## config.mk

```make
export PLATFORM = sky130hd
export DESIGN_NAME = baro_scale
export DESIGN_NICKNAME = d
export VERILOG_FILES = /design/src/design/baro_pkg.sv /design/src/design/baro_scale.sv
export SDC_FILE = /design/constraint.sdc
export NUM_CORES = 1
export LEC_CHECK = 0
export BUFFER_PORTS_ARGS = -buffer_cell sky130_fd_sc_hd__buf_2
export CAP_MARGIN = 40
export CORE_ASPECT_RATIO = 0.5
export CORE_MARGIN = 2
export CORE_UTILIZATION = 45
export CTS_CLUSTER_SIZE = 30
export DETAILED_ROUTE_END_ITERATION = 8
export PLACE_DENSITY = 0.69
export SETUP_SLACK_MARGIN = 0.02
export SLEW_MARGIN = 20
export SYNTH_ARGS = -nofsm -noshare
export SYNTH_HDL_FRONTEND = slang
export SYNTH_SLANG_ARGS = --single-unit
```

## constraint.sdc

```tcl
create_clock -name clk -period 22.4 [get_ports clk]
set_input_delay 5.6 -clock clk [delete_from_list [all_inputs] [get_ports clk]]
set_output_delay 5.6 -clock clk [all_outputs]
set_load 0.01 [all_outputs]
```

## src/design/baro_pkg.sv

```systemverilog
// Shared constants, types and rounding helper for the barometer compensation core.
package baro_pkg;

  localparam int RawW   = 24;
  localparam int CalW   = 56;
  localparam int CfgIdxW = 2;
  localparam int TempW  = 23;
  localparam int PresW  = 32;

  // Register indexes of the calibration words.
  localparam logic [CfgIdxW-1:0] CFG_CAL_LOW  = 2'd0;
  localparam logic [CfgIdxW-1:0] CFG_CAL_MID  = 2'd1;
  localparam logic [CfgIdxW-1:0] CFG_CAL_HIGH = 2'd2;

  // Reciprocal of 15 scaled by 2^28, exact for 24-bit dividends.
  localparam logic [24:0] RECIP15 = 25'd17895698;
  localparam int RecipShift = 28;

  localparam logic signed [63:0] TEMP_MAX = 64'sd4194303;
  localparam logic signed [63:0] TEMP_MIN = -64'sd4194304;
  localparam logic signed [63:0] PRES_MAX = 64'sd2147483647;
  localparam logic signed [63:0] PRES_MIN = -64'sd2147483648;

  typedef logic signed [31:0] q30_t;
  typedef logic signed [63:0] wide_t;
  typedef logic signed [47:0] cprod_t;

  // Divide by 2^n, rounding to nearest with ties away from zero.
  function automatic wide_t rnd_shift(input wide_t x, input int n);
    wide_t half;
    half = (64'sd1 <<< (n - 1)) - (x < 0 ? 64'sd1 : 64'sd0);
    return (x + half) >>> n;
  endfunction

  // Fraction part of the scaling: round((rem * 2048) / 15) for rem below 15.
  function automatic logic [10:0] frac15(input logic [3:0] rem);
    logic [10:0] v;
    case (rem)
      4'd0:    v = 11'd0;
      4'd1:    v = 11'd137;
      4'd2:    v = 11'd273;
      4'd3:    v = 11'd410;
      4'd4:    v = 11'd546;
      4'd5:    v = 11'd683;
      4'd6:    v = 11'd819;
      4'd7:    v = 11'd956;
      4'd8:    v = 11'd1092;
      4'd9:    v = 11'd1229;
      4'd10:   v = 11'd1365;
      4'd11:   v = 11'd1502;
      4'd12:   v = 11'd1638;
      4'd13:   v = 11'd1775;
      4'd14:   v = 11'd1911;
      default: v = 11'd0;
    endcase
    return v;
  endfunction

endpackage

```

## src/design/baro_scale.sv

```systemverilog
// Two-stage scaling of a raw 24-bit reading into signed Q2.30.
module baro_scale (
  input  logic                        clk,
  input  logic                        en,
  input  logic [baro_pkg::RawW-1:0]   raw,
  output baro_pkg::q30_t              value
);
  import baro_pkg::*;

  logic              neg_r;
  logic [RawW-1:0]   mag_r;
  logic [48:0]       prod_r;
  q30_t              value_r;

  logic [RawW-1:0]   mag_nxt;
  logic [20:0]       quo;
  logic [RawW-1:0]   rem;
  logic [31:0]       q;
  q30_t              value_nxt;

  // Stage one: magnitude and reciprocal product.
  assign mag_nxt = raw[RawW-1] ? (~raw + 1'b1) : raw;

  // Stage two: quotient, remainder correction and sign.
  assign quo       = prod_r[RecipShift +: 21];
  assign rem       = mag_r - ({3'd0, quo} * 24'd15);
  assign q         = {quo, 11'd0} + {21'd0, frac15(rem[3:0])};
  assign value_nxt = neg_r ? -q30_t'(q) : q30_t'(q);

  always_ff @(posedge clk) begin
    if (en) begin
      neg_r   <= raw[RawW-1];
      mag_r   <= mag_nxt;
      prod_r  <= {25'd0, mag_nxt} * {24'd0, RECIP15};
      value_r <= value_nxt;
    end
  end

  assign value = value_r;

endmodule

```

## Word-level counts from Yosys, hierarchy flattened

Memory sizes are Yosys's and may differ from the RTL's.
Cells that the tools add are included.

- Memories: 1
- Memory bits (writable): 0
- Register bits: 85
- Input port bits: 26
- Latch bits: 0
- Output and inout port bits: 32
- Bits in read-only memories: 176
- Logic and storage cells: 14

Memories:

| memory | depth | bits a word | rd ports | clocked after memory_dff | wr ports | line | RTL |
|---|---|---|---|---|---|---|---|
| (name not given) | 16 | 11 | 1 | 0 | 0 | baro_pkg.sv:38 | `case (rem)` |

- Order comparisons: 0
- Bitwise gates (word level): 1
- Divide/modulo/power cells: 0
- Equality and inequality tests: 0
- $add $sub $neg: 4
- $mul: 2
- Reductions and logical operators: 0
- Multiplexer cells: 2
- Shift operators: 0

Operators with widths:

| cell | number |
|---|---|
| $mul 24x24->48 const B | 1 |
| $add 32x11->32 | 1 |
| $mux 32 | 1 |
| $neg 32->32 | 1 |
| $add 24x1->24 const B | 1 |
| $mux 24 | 1 |
| $not 24->24 | 1 |
| $mul 21x4->4 const B | 1 |
| $sub 4x4->4 | 1 |

## Longest topological paths before layout

Gate-level depths: netlist of run 1.
An unclocked memory read counts as a cell.

- Word-level depth: 6
- Depth in mapped cells: 28
- Depth with buffers taken out: 28

## Worst setup path after synthesis of run 1

Ideal clock, no wire load.

- Path type: in2reg
- From: in raw[7] in the netlist's numbering
- To: reg prod_r[48], data pin
- Buffers on the path: 0
- Stages: 23
- Setup time: 0.268 ns
- Arrival: 12.145 ns
- Data required time: 22.132 ns
- Setup slack: 9.987 ns
- Cell sequence: or4_1 > or3_1 > or3_1 > o41a_1 > xor2_1 > ha_1 > ha_1 > ha_1 > fa_1 > fa_1 > inv_1 > fa_1 > inv_1 > ha_1 > nand3_1 > a211o_1 > a31o_2 > a211oi_1 > o21ai_0 > a21boi_0 > a31oi_1 > a211oi_1 > xor2_1

- Longest elaborated chain between the ends: 4

Ends and longest elaborated chain:

| element | line | RTL |
|---|---|---|
| start: declaration | baro_scale.sv:5 | `input logic [baro_pkg::RawW-1:0] raw,` |
| $not 24->24 | baro_scale.sv:22 | `assign mag_nxt = raw[RawW-1] ? (~raw + 1'b1) : raw;` |
| $add 24x1->24 | baro_scale.sv:22 |  |
| $mux 24 (*) | baro_scale.sv:22 |  |
| $mul 24x24->48 (*) | baro_scale.sv:34 | `prod_r <= {25'd0, mag_nxt} * {24'd0, RECIP15};` |
| end signal: assignment | baro_scale.sv:34 |  |
| end: declaration | baro_scale.sv:12 | `logic [48:0] prod_r;` |

Every way passes the cells marked *; elsewhere a longest branch is shown, timed or not.
A chain may end at the register's enable or synchronous reset.

## Worst setup path in the final report of run 1

Ends and elaborated chain as after synthesis.

==> flow_metrics.env, run 1 <==
export IMPL_via_count=6238
export IMPL_longest_clk_path_bufs=2
export IMPL_final_min_clock_period_ns=13.02
export IMPL_yosysTopAreaCell="sky130_fd_sc_hd__ha_1"
export IMPL_grt_antenna_before_repair=0
export IMPL_layout_area_overhead_vs_synth_pct=10.2
export IMPL_status="complete, no violations"
export IMPL_remaining_drc_errors=0
export IMPL_synth_ff_type="sky130_fd_sc_hd__edfxtp_1"
export IMPL_dr_pass1_iters=4
export IMPL_gr_usage_all_layers=0.188
export IMPL_final_layout_size_suffix_gt1_frac=0.121
export IMPL_max_slew_margin=0.414
export IMPL_cts_reportedPaths_clkPinSlew_ns=0.05
export IMPL_required_time_of_the_critical_path_ns=22.46
export IMPL_fp_coreArea_um2=19700
export IMPL_drtAntennaViolNets=0
export IMPL_tritoncts="yes"
export IMPL_post_drt_wl_per_cell_um=15.8
export IMPL_timing_critical_path_from="raw[7]"
export IMPL_clk_insertion_delay_late_ns=0.33
export IMPL_hold_viol=0
export IMPL_clockRootBuffer="sky130_fd_sc_hd__clkbuf_16"
export IMPL_synth_area_um2=9170
export IMPL_worst_pin_slew_ns=0.872
export IMPL_gr_total_overflow=0
export IMPL_timing_fmax_ghz=0.0768
export IMPL_cp_end_kind="register"
export IMPL_synth_net_count=1210
export IMPL_postSynth_asyncResetShare=0
export IMPL_floorplan_rows=36
export IMPL_yosysMostFrequentCell="sky130_fd_sc_hd__ha_1"
export IMPL_clock_sink_count=58
export IMPL_syn_inst=878
export IMPL_design_final_nets=1279
export IMPL_post_synth_num_cell_types=62
export IMPL_floorplan_die_area_um2=21600
export IMPL_post_synth_cell_area_avg_um2=10.4
export IMPL_detailedPlace_worstSlack_ns=9.04
export IMPL_hold_class="register to register"
export IMPL_via_count_of_the_first_global_routing_pass=6506
export IMPL_num_antenna_cells=0
export IMPL_htree_num_levels=3
export IMPL_post_cts_resized_instances=0
export IMPL_detail_route_iter0_violations=220
export IMPL_finalSetupViolCount=0
export IMPL_grt_start_max_net_pins=59
export IMPL_cts_post_setup_buffers_inserted=0
export IMPL_vias_per_cell=5.12
export IMPL_wl_final_um=19200
export IMPL_final_hpwl_from_detailed_placement_um=16800
export IMPL_top_level_ports=58
export IMPL_number_of_synthesis_warnings=0
export IMPL_chipHeight_um=105
export IMPL_tritoncts_num_buffers=9
export IMPL_die_width_um=206
export IMPL_setup_slack_ns=9.38
export IMPL_cap_viol_max_count=0
export IMPL_final_setup_skew_ns=0.00653
export IMPL_r2r_start="prod_r[28]"
export IMPL_final_period_utilization=0.581
export IMPL_routability_cong=0.895
export IMPL_synth_enable_flop_cells=58
export IMPL_slew_violations=0
export IMPL_yosysSeqAreaShare=0.190
export IMPL_setup_worst_path_class="input port to register"
export IMPL_synth_commonest_cells="sky130_fd_sc_hd__ha_1 (230), sky130_fd_sc_hd__inv_1 (185), sky130_fd_sc_hd__fa_1 (76), sky130_fd_sc_hd__edfxtp_1 (58), sky130_fd_sc_hd__xnor2_1 (56)"
export IMPL_synth_area_leaders="sky130_fd_sc_hd__ha_1 (31%), sky130_fd_sc_hd__edfxtp_1 (19%), sky130_fd_sc_hd__fa_1 (17%), sky130_fd_sc_hd__inv_1 (7.6%), sky130_fd_sc_hd__xnor2_1 (5.4%)"
export IMPL_starting_density_of_the_core=0.465
export IMPL_placement_io_buffers=57
export IMPL_timing_setup_tns_ns=0
export IMPL_timing_critical_path_fanout_max=5
export IMPL_critPathLaunchType="input port"
export IMPL_cp_data_arrival_time_ns=13.09
export IMPL_synth_top_area_share=0.314
export IMPL_ctsHoldBuffers=0
export IMPL_ff_latch_count_synth=58
export IMPL_grt_first_pass_wirelength_um=32100
export IMPL_unrepaired_setup_endpoints_after_global_routing="no"
export IMPL_timing_hold_worst_start="prod_r[36]"
## sequential cells by signal, summed over array words and instances, names as in the netlist
signal and cells:
value 32, prod_r 21, mag_r 4, neg_r 1
## layout make-up
class	count	area [um2]
Fill cell	1783	9620
Multi-Input combinational cell	626	6700
Sequential cell	58	1740
Inverter	185	694
Timing Repair Buffer	67	355
Tap cell	266	333
Clock buffer	10	229
Clock inverter	6	57.6
## metrics by stage
step	utilization	hold slack (ns)	std cells	cell area, um2
after floorplan	-	0.527	878	9170
after global placement	0.495	0.560	1195	9770
after detailed placement	0.497	0.556	1200	9810
after CTS	0.512	0.583	1216	10100
after global routing	0.512	0.604	1218	10100
final	0.512	0.583	1218	10100
## per-layer routing
layer / global-route usage / part of all wire
met1: 0.277 / 0.52
met2: 0.286 / 0.42
met3: 0.0312 / 0.050
met4: 0.0429 / 0.011
met5: 0 / 0
## cell usage in the layout (no fill, tap or decap), types with 3 or more instances in the layout
cell type / count
sky130_fd_sc_hd__a211oi_1: 5
sky130_fd_sc_hd__a21o_1: 10
sky130_fd_sc_hd__a21oi_1: 28
sky130_fd_sc_hd__a31oi_1: 3
sky130_fd_sc_hd__and3_1: 4
sky130_fd_sc_hd__buf_2: 58
sky130_fd_sc_hd__buf_4: 7
sky130_fd_sc_hd__clkbuf_16: 9
sky130_fd_sc_hd__clkinv_2: 3
sky130_fd_sc_hd__edfxtp_1: 58
sky130_fd_sc_hd__fa_1: 76
sky130_fd_sc_hd__ha_1: 230
sky130_fd_sc_hd__inv_1: 185
sky130_fd_sc_hd__mux2i_1: 3
sky130_fd_sc_hd__nand2_1: 27
sky130_fd_sc_hd__nand2b_1: 3
sky130_fd_sc_hd__nand3_1: 10
sky130_fd_sc_hd__nand4_1: 3
sky130_fd_sc_hd__nor2_1: 17
sky130_fd_sc_hd__nor2b_1: 7
sky130_fd_sc_hd__nor3_1: 9
sky130_fd_sc_hd__nor4_1: 3
sky130_fd_sc_hd__o211ai_1: 4
sky130_fd_sc_hd__o21a_1: 4
sky130_fd_sc_hd__o21ai_0: 22
sky130_fd_sc_hd__o21bai_1: 3
sky130_fd_sc_hd__o31a_1: 4
sky130_fd_sc_hd__o31ai_1: 12
sky130_fd_sc_hd__o31ai_2: 3
sky130_fd_sc_hd__o41ai_2: 6
sky130_fd_sc_hd__or2_2: 7
sky130_fd_sc_hd__or3_1: 10
sky130_fd_sc_hd__or4_1: 4
sky130_fd_sc_hd__xnor2_1: 56
sky130_fd_sc_hd__xor2_1: 17
## worst max-delay path, cell delays in order
cell and delay [ns]:
sky130_fd_sc_hd__buf_2 0.12, sky130_fd_sc_hd__or4_1 0.55, sky130_fd_sc_hd__or3_1 0.37, sky130_fd_sc_hd__or3_1 0.42, sky130_fd_sc_hd__o41a_1 0.40, sky130_fd_sc_hd__xor2_1 0.51, sky130_fd_sc_hd__ha_1 0.35, sky130_fd_sc_hd__ha_1 0.27
sky130_fd_sc_hd__ha_1 0.31, sky130_fd_sc_hd__fa_1 0.46, sky130_fd_sc_hd__fa_1 0.55, sky130_fd_sc_hd__inv_1 0.05, sky130_fd_sc_hd__fa_1 0.52, sky130_fd_sc_hd__inv_1 0.04, sky130_fd_sc_hd__ha_1 0.28, sky130_fd_sc_hd__nand3_1 0.12
sky130_fd_sc_hd__a211o_1 0.28, sky130_fd_sc_hd__a31o_2 0.22, sky130_fd_sc_hd__a211oi_1 0.47, sky130_fd_sc_hd__o21ai_0 0.21, sky130_fd_sc_hd__a21boi_0 0.42, sky130_fd_sc_hd__a31oi_1 0.17, sky130_fd_sc_hd__a211oi_1 0.28, sky130_fd_sc_hd__xor2_1 0.10
## cells by family after synthesis
kind of cell	share of synthesized area
and+or+nand+nor	0.0702
xor gates and xnor gates	0.0763
buffers and inverters	0.0796
adders and majority gates	0.480
AOI/OAI and AO/OA	0.0996
DFF	0.190
muxes	0.00450
## final timing paths
check	to	slack (ns)	cells past startpoint
worst max-delay path	prod_r[48]	9.38	24
worst min-delay path	value[19]	0.58	1
worst max register to register	value[16]	17.87	15
worst min register to register	value[19]	0.58	1
Power of run 1 is not shown: default switching activity piles up to over one toggle a cycle in this logic, so the estimate is an artifact.
==> run 2, diff against run 1 <==
- PLACE_DENSITY: 0.69 -> 0.71
- clock period: 22.4 -> 10.75 ns (I/O delays scaled with it)
==> flow_metrics.env, run 2 (synthesis results as in run 1) <==
export IMPL_timing_critical_path_slowest_cell_delay_ns=0.54
export IMPL_setup_worst_path_class="input port to register"
export IMPL_clock_sink_count=58
export IMPL_detail_route_iter0_violations=301
export IMPL_cp_slowest_cell="sky130_fd_sc_hd__or4_1"
export IMPL_floorplan_die_area_um2=21600
export IMPL_unrepaired_setup_endpoints_after_global_routing="no"
export IMPL_slew_violations=0
export IMPL_dr_pass1_iters=5
export IMPL_tritoncts="yes"
export IMPL_ff2ff_path_depth=16
export IMPL_critPathLaunchType="input port"
export IMPL_via_count_of_the_first_global_routing_pass=6511
export IMPL_grt_start_max_net_pins=59
export IMPL_post_cts_resized_instances=0
export IMPL_layout_area_overhead_vs_synth_pct=11.0
export IMPL_vias_per_cell=5.21
export IMPL_timing_fmax_ghz=0.0994
export IMPL_worst_pin_slew_ns=0.863
export IMPL_starting_density_of_the_core=0.465
export IMPL_via_count=6376
export IMPL_htree_num_levels=3
export IMPL_largest_register_ff_count=32
export IMPL_num_antenna_cells=0
export IMPL_cts_reportedPaths_clkPinSlew_ns=0.05
export IMPL_timing_hold_worst_start="prod_r[48]"
export IMPL_r2r_end="value[14]"
export IMPL_critical_path_endpoint="prod_r[48]"
export IMPL_max_slew_margin=0.421
export IMPL_chipHeight_um=105
export IMPL_critPathBufInv=5
export IMPL_floorplan_rows=36
export IMPL_r2r_setup_slack_ns=6.25
export IMPL_grt_antenna_before_repair=0
export IMPL_timing_setup_tns_ns=0
export IMPL_cp_end_kind="register"
export IMPL_cp_data_arrival_time_ns=10.13
export IMPL_cts_post_setup_buffers_inserted=0
export IMPL_clk_insertion_delay_late_ns=0.33
export IMPL_fp_coreArea_um2=19700
export IMPL_commonest_non_fill_non_tap_cell_in_the_layout="sky130_fd_sc_hd__ha_1"
export IMPL_post_drt_wl_per_cell_um=15.6
export IMPL_routability_cong=0.938
export IMPL_timing_critical_path_fanout_max=5
export IMPL_grt_first_pass_wirelength_um=31500
export IMPL_final_hpwl_from_detailed_placement_um=16300
export IMPL_design_final_nets=1285
export IMPL_hold_class="register to register"
export IMPL_final_period_utilization=0.936
export IMPL_status="complete, no violations"
export IMPL_top_level_ports=58
export IMPL_commonest_non_fill_non_tap_cells_in_the_layout="sky130_fd_sc_hd__ha_1 (230), sky130_fd_sc_hd__inv_1 (185), sky130_fd_sc_hd__fa_1 (76), sky130_fd_sc_hd__edfxtp_1 (58), sky130_fd_sc_hd__buf_2 (57)"
export IMPL_hold_viol=0
export IMPL_fillers=1742
export IMPL_die_width_um=206
export IMPL_r2r_start="mag_r[2]"
export IMPL_gr_usage_all_layers=0.185
export IMPL_tritoncts_num_buffers=9
export IMPL_timing_critical_path_depth=26
export IMPL_clockRootBuffer="sky130_fd_sc_hd__clkbuf_16"
export IMPL_gr_total_overflow=0
export IMPL_longest_clk_path_bufs=2
export IMPL_remaining_drc_errors=0
export IMPL_wl_final_um=19100
export IMPL_final_seq_area_um2=1740
export IMPL_required_time_of_the_critical_path_ns=10.82
export IMPL_final_min_clock_period_ns=10.06
export IMPL_cap_viol_max_count=0
export IMPL_multi_input_comb_area_um2=6700
export IMPL_critPathTopFamily="adder cells"
export IMPL_timing_critical_path_from="raw[7]"
export IMPL_final_setup_skew_ns=0.00361
export IMPL_placement_io_buffers=57
export IMPL_final_layout_size_suffix_gt1_frac=0.126
export IMPL_finalSetupViolCount=0
export IMPL_drtAntennaViolNets=0
export IMPL_ctsHoldBuffers=0
run 2: final cells by class:
type	instances	share of cell area
repair buffers	73	0.0396
flip-flops and latches	58	0.171
inverters	185	0.0682
clock inverters	6	0.00799
well taps	266	0.0327
multi-input cells	626	0.658
clock buffers	10	0.0225
run 2: layer usage:
layer	vias to the layer above	share of wire	track usage
li1	3160	-	-
met1	3035	0.47	0.253
met2	151	0.47	0.306
met3	30	0.044	0.0193
met4	0	0.020	0.0602
met5	-	0	0
run 2: how the worst min path moves through the flow:
stage                            to  cells past startpoint
after floorplan           value[31]                      1
after global placement    value[31]                      1
after detailed placement  value[31]                      1
after CTS                 value[31]                      1
after global routing      value[31]                      1
final                     value[31]                      1
run 2: through the flow:
step / instances / area [um2] / setup slack, ns / utilization / hold WS [ns]
after floorplan: 878 / 9170 / 1.25 / - / 0.527
after global placement: 1204 / 9840 / 0.599 / 0.499 / 0.547
after detailed placement: 1207 / 9860 / 0.360 / 0.500 / 0.554
after CTS: 1223 / 10200 / 0.728 / 0.516 / 0.566
after global routing: 1224 / 10200 / 0.246 / 0.516 / 0.598
final: 1224 / 10200 / 0.686 / 0.516 / 0.555
Power of run 2 is left out for the same reason.
